File: config.mk
export PLATFORM = sky130hd
export DESIGN_NAME = cubic_bezier_point_generator
export DESIGN_NICKNAME = d
export VERILOG_FILES = /design/src/hdl/bez_pkg.sv /design/src/hdl/bez_div.sv /design/src/hdl/bez_lerp.sv /design/src/hdl/cubic_bezier_point_generator.sv
export SDC_FILE = /design/constraint.sdc
export NUM_CORES = 2
export LEC_CHECK = 0
export BUFFER_PORTS_ARGS = -buffer_cell sky130_fd_sc_hd__buf_2
export CORE_MARGIN = 5
export CORE_UTILIZATION = 35
export CTS_CLUSTER_SIZE = 10
export DETAILED_ROUTE_END_ITERATION = 6
export GPL_TIMING_DRIVEN = 0
export HOLD_SLACK_MARGIN = 0.06
export SLEW_MARGIN = 10
export SYNTH_ARGS = -nofsm -noshare
export SYNTH_HDL_FRONTEND = slang
export SYNTH_SLANG_ARGS = --single-unit
File: constraint.sdc
create_clock -name clk -period 12.6 [get_ports clk]
set_input_delay 2.52 -clock clk [delete_from_list [all_inputs] [get_ports clk]]
set_output_delay 2.52 -clock clk [all_outputs]
set_load 0.02 [all_outputs]
File: src/hdl/bez_pkg.sv
// ---------------------------------------------------------------------------
// bez_pkg
// Shared types, constants and the per-point operation schedule of the cubic
// Bezier point generator.
// ---------------------------------------------------------------------------
package bez_pkg;

  // segment count register
  localparam int unsigned SEG_W     = 7;
  localparam logic [SEG_W-1:0] SEG_RESET = 7'd16;

  // operand memory: eight control points, then twelve interpolation results
  localparam int unsigned MEM_DEPTH = 20;
  localparam int unsigned ADDR_W    = 5;

  localparam logic [ADDR_W-1:0] A_P0X = 5'd0;
  localparam logic [ADDR_W-1:0] A_P0Y = 5'd1;
  localparam logic [ADDR_W-1:0] A_P1X = 5'd2;
  localparam logic [ADDR_W-1:0] A_P1Y = 5'd3;
  localparam logic [ADDR_W-1:0] A_P2X = 5'd4;
  localparam logic [ADDR_W-1:0] A_P2Y = 5'd5;
  localparam logic [ADDR_W-1:0] A_P3X = 5'd6;
  localparam logic [ADDR_W-1:0] A_P3Y = 5'd7;
  localparam logic [ADDR_W-1:0] A_L2X = 5'd8;
  localparam logic [ADDR_W-1:0] A_L2Y = 5'd9;
  localparam logic [ADDR_W-1:0] A_HX  = 5'd10;
  localparam logic [ADDR_W-1:0] A_HY  = 5'd11;
  localparam logic [ADDR_W-1:0] A_R3X = 5'd12;
  localparam logic [ADDR_W-1:0] A_R3Y = 5'd13;
  localparam logic [ADDR_W-1:0] A_L3X = 5'd14;
  localparam logic [ADDR_W-1:0] A_L3Y = 5'd15;
  localparam logic [ADDR_W-1:0] A_R2X = 5'd16;
  localparam logic [ADDR_W-1:0] A_R2Y = 5'd17;
  localparam logic [ADDR_W-1:0] A_FX  = 5'd18;
  localparam logic [ADDR_W-1:0] A_FY  = 5'd19;

  // control point copy counter
  localparam int unsigned LD_W = 4;
  localparam logic [LD_W-1:0] LD_DONE = 4'd8;

  // sequencer step within one point
  localparam int unsigned STEP_W = 5;
  localparam logic [STEP_W-1:0] STEP_LAST = 5'd16;

  typedef enum logic [1:0] {
    ST_IDLE,
    ST_DIV,
    ST_RUN
  } state_t;

  typedef struct packed {
    logic              valid;
    logic [ADDR_W-1:0] src_a;
    logic [ADDR_W-1:0] src_b;
    logic [ADDR_W-1:0] dst;
    logic              fin_x;
    logic              fin_y;
  } op_t;

  function automatic op_t mk_op(input logic [ADDR_W-1:0] a, input logic [ADDR_W-1:0] b,
                                input logic [ADDR_W-1:0] d);
    op_t op;
    op.valid = 1'b1;
    op.src_a = a;
    op.src_b = b;
    op.dst   = d;
    op.fin_x = (d == A_FX);
    op.fin_y = (d == A_FY);
    return op;
  endfunction

  // x and y interleave so each result is back in memory before it is read
  function automatic op_t sched(input logic [STEP_W-1:0] step);
    op_t op;
    unique case (step)
      5'd0:    op = mk_op(A_P0X, A_P1X, A_L2X);
      5'd1:    op = mk_op(A_P0Y, A_P1Y, A_L2Y);
      5'd2:    op = mk_op(A_P1X, A_P2X, A_HX);
      5'd3:    op = mk_op(A_P1Y, A_P2Y, A_HY);
      5'd4:    op = mk_op(A_P2X, A_P3X, A_R3X);
      5'd5:    op = mk_op(A_P2Y, A_P3Y, A_R3Y);
      5'd6:    op = mk_op(A_L2X, A_HX,  A_L3X);
      5'd7:    op = mk_op(A_L2Y, A_HY,  A_L3Y);
      5'd8:    op = mk_op(A_HX,  A_R3X, A_R2X);
      5'd9:    op = mk_op(A_HY,  A_R3Y, A_R2Y);
      5'd12:   op = mk_op(A_L3X, A_R2X, A_FX);
      5'd13:   op = mk_op(A_L3Y, A_R2Y, A_FY);
      default: op = '0;
    endcase
    return op;
  endfunction

endpackage

File: src/hdl/bez_div.sv
// ---------------------------------------------------------------------------
// bez_div
// Bit-serial restoring divider giving floor(2^FRAC_BITS / n) and its
// remainder, one quotient bit per cycle.
// ---------------------------------------------------------------------------
module bez_div
  import bez_pkg::*;
#(
  parameter int unsigned FRAC_BITS = 16
) (
  input  logic                 clk,
  input  logic                 rst,
  input  logic                 go,
  input  logic [SEG_W-1:0]     divisor,
  output logic                 done,
  output logic [FRAC_BITS-1:0] quot,
  output logic [SEG_W-1:0]     remd
);

  localparam int unsigned CNT_W = $clog2(FRAC_BITS + 1);

  logic [CNT_W-1:0]   cnt;
  logic               running;
  logic [FRAC_BITS:0] q;
  logic [SEG_W:0]     shifted;
  logic               fits;

  // dividend is a single one in its top bit
  assign shifted = {remd, (cnt == '0)};
  assign fits    = (shifted >= {1'b0, divisor});

  always_ff @(posedge clk) begin
    if (rst) begin
      running <= 1'b0;
      done    <= 1'b0;
      cnt     <= '0;
    end else begin
      done <= 1'b0;
      if (go) begin
        running <= 1'b1;
        cnt     <= '0;
      end else if (running) begin
        cnt <= cnt + CNT_W'(1);
        if (cnt == CNT_W'(FRAC_BITS)) begin
          running <= 1'b0;
          done    <= 1'b1;
        end
      end
    end
  end

  always_ff @(posedge clk) begin
    if (go) begin
      remd <= '0;
      q    <= '0;
    end else if (running) begin
      remd <= fits ? SEG_W'(shifted - {1'b0, divisor}) : shifted[SEG_W-1:0];
      q    <= {q[FRAC_BITS-1:0], fits};
    end
  end

  // n is at least two, so the top quotient bit is always clear
  assign quot = q[FRAC_BITS-1:0];

endmodule

File: src/hdl/bez_lerp.sv
// ---------------------------------------------------------------------------
// bez_lerp
// Operand memory and the shared interpolation pipeline a + ((b - a) * t >>> F):
// memory read, subtract, multiply, add and write back.
// ---------------------------------------------------------------------------
module bez_lerp
  import bez_pkg::*;
#(
  parameter int unsigned COORD_WIDTH = 32,
  parameter int unsigned FRAC_BITS   = 16
) (
  input  logic                   clk,
  input  logic                   rst,
  input  logic                   ld_en,
  input  logic [ADDR_W-1:0]      ld_addr,
  input  logic [COORD_WIDTH-1:0] ld_data,
  input  op_t                    op,
  input  logic [FRAC_BITS-1:0]   t,
  output op_t                    res_op,
  output logic [COORD_WIDTH-1:0] res
);

  logic [COORD_WIDTH-1:0] mem [MEM_DEPTH];

  op_t                           op1, op2;
  logic [COORD_WIDTH-1:0]        rd_a, rd_b;
  logic [COORD_WIDTH-1:0]        a2, a3;
  logic signed [COORD_WIDTH:0]   diff, diff2;
  logic signed [FRAC_BITS:0]     t_s;
  logic signed [COORD_WIDTH+FRAC_BITS+1:0] prod;
  logic [COORD_WIDTH-1:0]        part3;

  always_ff @(posedge clk) begin
    if (ld_en) begin
      mem[ld_addr] <= ld_data;
    end else if (res_op.valid) begin
      mem[res_op.dst] <= res;
    end
    rd_a <= mem[op.src_a];
    rd_b <= mem[op.src_b];
  end

  assign diff = signed'({rd_b[COORD_WIDTH-1], rd_b}) - signed'({rd_a[COORD_WIDTH-1], rd_a});
  assign t_s  = signed'({1'b0, t});
  assign prod = diff2 * t_s;

  always_ff @(posedge clk) begin
    if (rst) begin
      op1    <= '0;
      op2    <= '0;
      res_op <= '0;
    end else begin
      op1    <= op;
      op2    <= op1;
      res_op <= op2;
    end
  end

  always_ff @(posedge clk) begin
    diff2 <= diff;
    a2    <= rd_a;
    // floor shift, then wrap to the coordinate width
    part3 <= prod[FRAC_BITS +: COORD_WIDTH];
    a3    <= a2;
  end

  assign res = a3 + part3;

endmodule

File: src/hdl/cubic_bezier_point_generator.sv
// ---------------------------------------------------------------------------
// cubic_bezier_point_generator
// Emits N-1 points of a cubic Bezier curve at t = floor(k * 2^F / N) using
// de Casteljau interpolation on one shared subtract-multiply-add pipeline.
// ---------------------------------------------------------------------------
//  channel   | handshake                 | payload
//  ----------+---------------------------+-------------------------------------
//  config    | cfg_we                    | cfg_data (segment count)
//  curve in  | start, busy               | p0_x .. p3_y
//  point out | point_valid (one cycle)   | pt_x, pt_y, step_index, last_point
//
//  a curve is taken when start is high and busy low; busy then stays high
//  through the serial divider for 2^F / N and then the sequencer steps of each
//  point, twelve interpolations per point through the shared pipeline
//  the last point of a curve shows in the first cycle with busy low
//  segment counts below two take the curve with no points and busy stays low
//  reset is synchronous and clears the sequencer; the receiver cannot stall
// ---------------------------------------------------------------------------
module cubic_bezier_point_generator
  import bez_pkg::*;
#(
  parameter int unsigned COORD_WIDTH  = 32,
  parameter int unsigned FRAC_BITS    = 16,
  parameter int unsigned MAX_SEGMENTS = 64
) (
  input  logic                              clk,
  input  logic                              rst,
  input  logic                              cfg_we,
  input  logic [SEG_W-1:0]                  cfg_data,
  input  logic                              start,
  output logic                              busy,
  input  logic [COORD_WIDTH-1:0]            p0_x,
  input  logic [COORD_WIDTH-1:0]            p0_y,
  input  logic [COORD_WIDTH-1:0]            p1_x,
  input  logic [COORD_WIDTH-1:0]            p1_y,
  input  logic [COORD_WIDTH-1:0]            p2_x,
  input  logic [COORD_WIDTH-1:0]            p2_y,
  input  logic [COORD_WIDTH-1:0]            p3_x,
  input  logic [COORD_WIDTH-1:0]            p3_y,
  output logic                              point_valid,
  output logic [COORD_WIDTH-1:0]            pt_x,
  output logic [COORD_WIDTH-1:0]            pt_y,
  output logic [$clog2(MAX_SEGMENTS)-1:0]   step_index,
  output logic                              last_point
);

  localparam int unsigned K_W = $clog2(MAX_SEGMENTS);

  state_t state, state_next;

  logic [SEG_W-1:0]       segment_count;
  logic [SEG_W-1:0]       n_eff, n_reg;
  logic                   accept, div_go, div_done;
  logic [FRAC_BITS-1:0]   div_q;
  logic [SEG_W-1:0]       div_r;
  logic [COORD_WIDTH-1:0] hold [8];
  logic [LD_W-1:0]        ld_cnt;
  logic                   ld_en;
  logic [K_W-1:0]         k, last_k;
  logic [STEP_W-1:0]      step;
  logic [FRAC_BITS-1:0]   t;
  logic [SEG_W-1:0]       rem, rem_next;
  logic [SEG_W:0]         rr;
  logic                   carry;
  op_t                    op, res_op;
  logic [COORD_WIDTH-1:0] res, px_hold;

  assign n_eff  = (segment_count > SEG_W'(MAX_SEGMENTS)) ? SEG_W'(MAX_SEGMENTS) : segment_count;
  assign accept = start && !busy;
  assign last_k = K_W'(n_reg - SEG_W'(1));
  assign ld_en  = (ld_cnt != LD_DONE);

  always_ff @(posedge clk) begin
    if (rst) begin
      segment_count <= SEG_RESET;
    end else if (cfg_we) begin
      segment_count <= cfg_data;
    end
  end

  always_ff @(posedge clk) begin
    if (rst) begin
      state <= ST_IDLE;
    end else begin
      state <= state_next;
    end
  end

  always_comb begin
    state_next = state;
    div_go     = 1'b0;
    busy       = 1'b1;
    op         = '0;
    unique case (state)
      ST_IDLE: begin
        busy = 1'b0;
        if (start && (n_eff >= SEG_W'(2))) begin
          div_go     = 1'b1;
          state_next = ST_DIV;
        end
      end
      ST_DIV: begin
        if (div_done) begin
          state_next = ST_RUN;
        end
      end
      ST_RUN: begin
        op = sched(step);
        if ((step == STEP_LAST) && (k == last_k)) begin
          state_next = ST_IDLE;
        end
      end
      default: begin
        state_next = ST_IDLE;
      end
    endcase
  end

  // control points go from the holding registers into operand memory
  always_ff @(posedge clk) begin
    if (accept) begin
      hold[0] <= p0_x;
      hold[1] <= p0_y;
      hold[2] <= p1_x;
      hold[3] <= p1_y;
      hold[4] <= p2_x;
      hold[5] <= p2_y;
      hold[6] <= p3_x;
      hold[7] <= p3_y;
      n_reg   <= n_eff;
    end
  end

  always_ff @(posedge clk) begin
    if (rst) begin
      ld_cnt <= LD_DONE;
    end else if (div_go) begin
      ld_cnt <= '0;
    end else if (ld_en) begin
      ld_cnt <= ld_cnt + LD_W'(1);
    end
  end

  // k * 2^F = t * n + rem is kept exact by adding the quotient and remainder
  assign rr       = {1'b0, rem} + {1'b0, div_r};
  assign carry    = (rr >= {1'b0, n_reg});
  assign rem_next = carry ? SEG_W'(rr - {1'b0, n_reg}) : rr[SEG_W-1:0];

  always_ff @(posedge clk) begin
    if (rst) begin
      k    <= '0;
      step <= '0;
      t    <= '0;
      rem  <= '0;
    end else if ((state == ST_DIV) && div_done) begin
      k    <= K_W'(1);
      step <= '0;
      t    <= div_q;
      rem  <= div_r;
    end else if (state == ST_RUN) begin
      if (step == STEP_LAST) begin
        step <= '0;
        k    <= k + K_W'(1);
        t    <= t + div_q + {{(FRAC_BITS-1){1'b0}}, carry};
        rem  <= rem_next;
      end else begin
        step <= step + STEP_W'(1);
      end
    end
  end

  bez_div #(
    .FRAC_BITS (FRAC_BITS)
  ) u_div (
    .clk     (clk),
    .rst     (rst),
    .go      (div_go),
    .divisor (n_eff),
    .done    (div_done),
    .quot    (div_q),
    .remd    (div_r)
  );

  bez_lerp #(
    .COORD_WIDTH (COORD_WIDTH),
    .FRAC_BITS   (FRAC_BITS)
  ) u_lerp (
    .clk     (clk),
    .rst     (rst),
    .ld_en   (ld_en),
    .ld_addr (ADDR_W'(ld_cnt[2:0])),
    .ld_data (hold[ld_cnt[2:0]]),
    .op      (op),
    .t       (t),
    .res_op  (res_op),
    .res     (res)
  );

  // x finishes before y; the transaction goes out with y
  always_ff @(posedge clk) begin
    if (rst) begin
      point_valid <= 1'b0;
    end else begin
      point_valid <= res_op.valid && res_op.fin_y;
    end
  end

  always_ff @(posedge clk) begin
    if (res_op.valid && res_op.fin_x) begin
      px_hold <= res;
    end
    if (res_op.valid && res_op.fin_y) begin
      pt_x       <= px_hold;
      pt_y       <= res;
      step_index <= k;
      last_point <= (k == last_k);
    end
  end

`ifndef SYNTH
  a_point_from_run: assert property (@(posedge clk) disable iff (rst)
    point_valid |-> ($past(state) == ST_RUN))
    else $error("point strobe without a running sequence");

  a_last_ends_item: assert property (@(posedge clk) disable iff (rst)
    (point_valid && last_point) |-> (state == ST_IDLE))
    else $error("last point seen while the sequencer keeps running");

  a_load_before_run: assert property (@(posedge clk) disable iff (rst)
    (state == ST_RUN) |-> (ld_cnt == LD_DONE))
    else $error("interpolation started before control points were loaded");

  a_busy_no_accept: assert property (@(posedge clk) disable iff (rst)
    (state == ST_DIV) |-> !div_go)
    else $error("divider restarted during setup");
`endif

endmodule

==> summary.txt <==
Floorplanning
  – Die area: 216600 sq um
  – DIE WIDTH: 465.4 um
  – Core ar.: 206700 sq um
  – Die height: 465.4 um
  – I/O pins: 340
  – Initial Util: 35.12%
  – Num rows: 167

Hold path
  – WHS Path Cells: 0
  – Hold endpoint: u_lerp.a3[9]
  – Min-delay worst type: register to register
  – Hold_sp: u_lerp.a2[9]

Layout
  – Reg with most FFs: u_lerp.mem
  – Final net count: 7580
  – Layout cells sized above 1: 12.41%
  – Post-synthesis to final-layout area growth: 14.85%
  – FILL cells: 19300
  – Post-layout util: 40.33%
  – Max reg flops: 640
  – Area of the multi-input gates: 32860 sq um
  – Fin cells: 9406
  – Sequential Area: 36480 sq um
  – Top Registers: u_lerp.mem x640, hold x256, u_lerp.diff2 x33

Timing
  – Fmax: 120.2 MHz
  – Period Utilization, post-route: 66.01%
  – Clk_skew: 0.07188 ns
  – Relative slew slack: 18.26%
  – Setup ws final: 4.282 ns
  – Setup TNS: 0 ns
  – RSZ-0062 raised after global routing: false
  – Slew Limit Fails: 0
  – Final Hold Viols: 0
  – Final setup viols: 0
  – Tmin final: 8.318 ns
  – Least-Margin Pin Slew: 1.226 ns

Global route
  – Initial antenna violation count: 18
  – Grt ovf: 0
  – Gr usage total: 20.90%
  – Number of global-route vias before repair: 51500
  – First-pass GRT wire length: 337.6 mm
  – Largest net degree at the start of global routing: 65

Logic synthesis
  – Leading post-synthesis cells by cell area: edfxtp_1 42%, fa_1 14%, dfxtp_1 8.6%
  – Synth Warn #: 0
  – Post-synthesis register bit count: 1319
  – Number of distinct library cells after synthesis: 70
  – Sequential fraction of the synthesis area: 50.26%
  – Asr flop ratio synth: 0%
  – Post-synth EDFFs: 1006
  – Area leader, netlist: edfxtp_1
  – Synthesized cell area: 72570 sq um
  – Syn Nets: 7046
  – Top_reg_cell synth: edfxtp_1
  – Syn Area/Cell: 11.98 sq um
  – Post-Syn Instances: 6060
  – Top cell type's share of synthesized area: 41.63%

Detailed routing
  – Drt initial violations: 5717
  – Routed WL: 230.9 mm
  – # DRC: 2
  – Final ANT Viol Nets: 0
  – Vias: 50850
  – Via/cell ratio: 5.406
  – First-pass iteration count of the detailed router: 7
  – DR WL/cell: 24.55 um

Worst setup path
  – Reg2Reg Setup Slack: 4.28 ns
  – Crit path DAT: 8.99 ns
  – Crit path from: t[2]
  – FF-to-FF End: u_lerp.part3[25]
  – Data required, critical path: 13.27 ns
  – FF-to-FF Start: t[2]
  – Worst setup SP type: register
  – Worst-path maximum fanout: 10
  – WS Path Type: register to register
  – Worst setup EP type: register
  – Reg2Reg Depth: 21

Clocking
  – Root Driver: clkbuf_16
  – Clock sink total: 1319
  – Clock Tree Buf Depth: 3
  – CTS buffer count: 156
  – CTS tree: built
  – Post-CTS Resized: 0
  – Hold-fix buffer count after cts: 0
  – CTS clk-pin slew, worst paths: 0.05 ns
  – Latest clock arrival within the worst-skew pair: 0.80 ns
  – Buffer count from post-CTS setup fixing: 0
  – Htree depth: 4

Place
  – DPL Wire Length: 174.4 mm
  – DP Worst Slack: 4.500 ns
  – Inst Count DP: 9140
  – Final Wtd Congestion: 0.9274
  – PortBufs: 338

Pwr
  – Pwr Density: 136.5 nW/um^2
  – IR Drop Worst-Case VDD: 0.1404 mV
  – Total power: 11380 uW
  – Leakage Power: 0.03312 uW

Outcome
  – Failing checks: design-rule violations
  – Status: finished with violations

Flow run
  – Max-cap violations: 0
-- cells in the final DEF, fill, tap and decap left out, types with 157 or more instances in the layout --
cell type	netlist	final
buf_2	8	346
dfxtp_1	313	313
nand3_1	281	281
clkbuf_16	0	157
and2_1	253	250
ha_1	223	223
nand2_1	1122	1122
fa_1	496	496
clkbuf_1	260	325
inv_1	615	615
mux4_2	192	192
edfxtp_1	1006	1006
-- final cells by class --
type / instances / share of cell area, %
inverters: 615 / 2.770
well taps: 2704 / 4.059
multi-input cells: 3807 / 39.42
repair buffers: 376 / 2.929
flip-flops and latches: 1319 / 43.76
clock inverters: 26 / 0.4819
diodes: 13 / 0.03903
plain buffers: 319 / 1.450
clock buffers: 227 / 5.089
-- worst max-delay path, cell delays in order (launching register included) --
cell	delay, ns
dfxtp_1	0.55
clkbuf_1	0.77
nand2_1	0.19
fa_1	0.57
fa_1	0.56
inv_1	0.06
fa_1	0.50
fa_1	0.52
fa_1	0.51
inv_1	0.06
fa_1	0.55
inv_1	0.06
ha_1	0.34
and4_1	0.37
nand3_1	0.13
a211oi_1	0.63
o211ai_1	0.42
a21bo_2	0.41
o21ai_1	0.19
a31oi_1	0.34
a21oi_1	0.14
xnor2_1	0.29
-- synth_stat cells, types with 11 or more instances --
library cell  count
and3_1           80
inv_1           615
mux2i_1          64
clkbuf_1        260
a22oi_1          14
nor2_1          159
a311oi_1         99
nor3_1           28
fa_1            496
nand4_1          18
buf_1            51
and2_1          253
nand3_1         281
a21o_1           61
ha_1            223
dfxtp_1         313
nand2_1        1122
xnor2_1          90
nand2b_1         26
mux4_2          192
nor2b_1          36
a21oi_1         154
a31oi_1          44
or3_1            11
o221ai_1         33
a211oi_1         23
xor2_1           49
o21bai_1         12
o21ai_0         105
edfxtp_1       1006
o21a_1           17
-- metal layers --
| layer | vias to the layer above | track usage (%) | wire length, um |
|---|---|---|---|
| met3 | 521 | 4.141 | 21260 |
| li1 | 22000 | - | - |
| met1 | 25610 | 27.41 | 90730 |
| met4 | 0 | 8.021 | 9478 |
| met2 | 2717 | 34.32 | 109400 |
| met5 | - | 0 | 0 |
-- per-stage QoR --
stage | area, sq um | hold slack [ns]
2_1_floorplan | 72570 | 0.3096
3_3_place_gp | 77650 | 0.3116
3_5_place_dp | 78660 | 0.3121
4_1_cts | 83300 | 0.3252
5_1_grt | 83330 | 0.3290
6_report | 83350 | 0.3244
-- power by group --
part           switching [uW]  internal (uW)
Clock                    1810           2340
Combinational            1250            586
Sequential                297           5090
-- kinds of logic after synthesis --
logic type,after synthesis,share of synthesized area [%]
and+or+nand+nor,2049,12.78
DFF,1319,50.26
buffers and inverters,934,4.845
adders and majority gates,719,17.53
AOI/OAI and AO/OA,640,6.012
muxes,260,6.903
xor gates and xnor gates,139,1.678
-- how the worst max path moves through the flow --
stage                       endpoint  slack (ns)  depth (start not counted)
floorplan                   register        2.61                          6
global placement            register       -0.12                          7
detailed placement  u_lerp.part3[25]        4.50                         22
CTS                 u_lerp.part3[25]        4.39                         22
global route        u_lerp.part3[25]        4.13                         22
finish              u_lerp.part3[25]        4.28                         21
No activity file was read; power rests on OpenSTA's default activity.
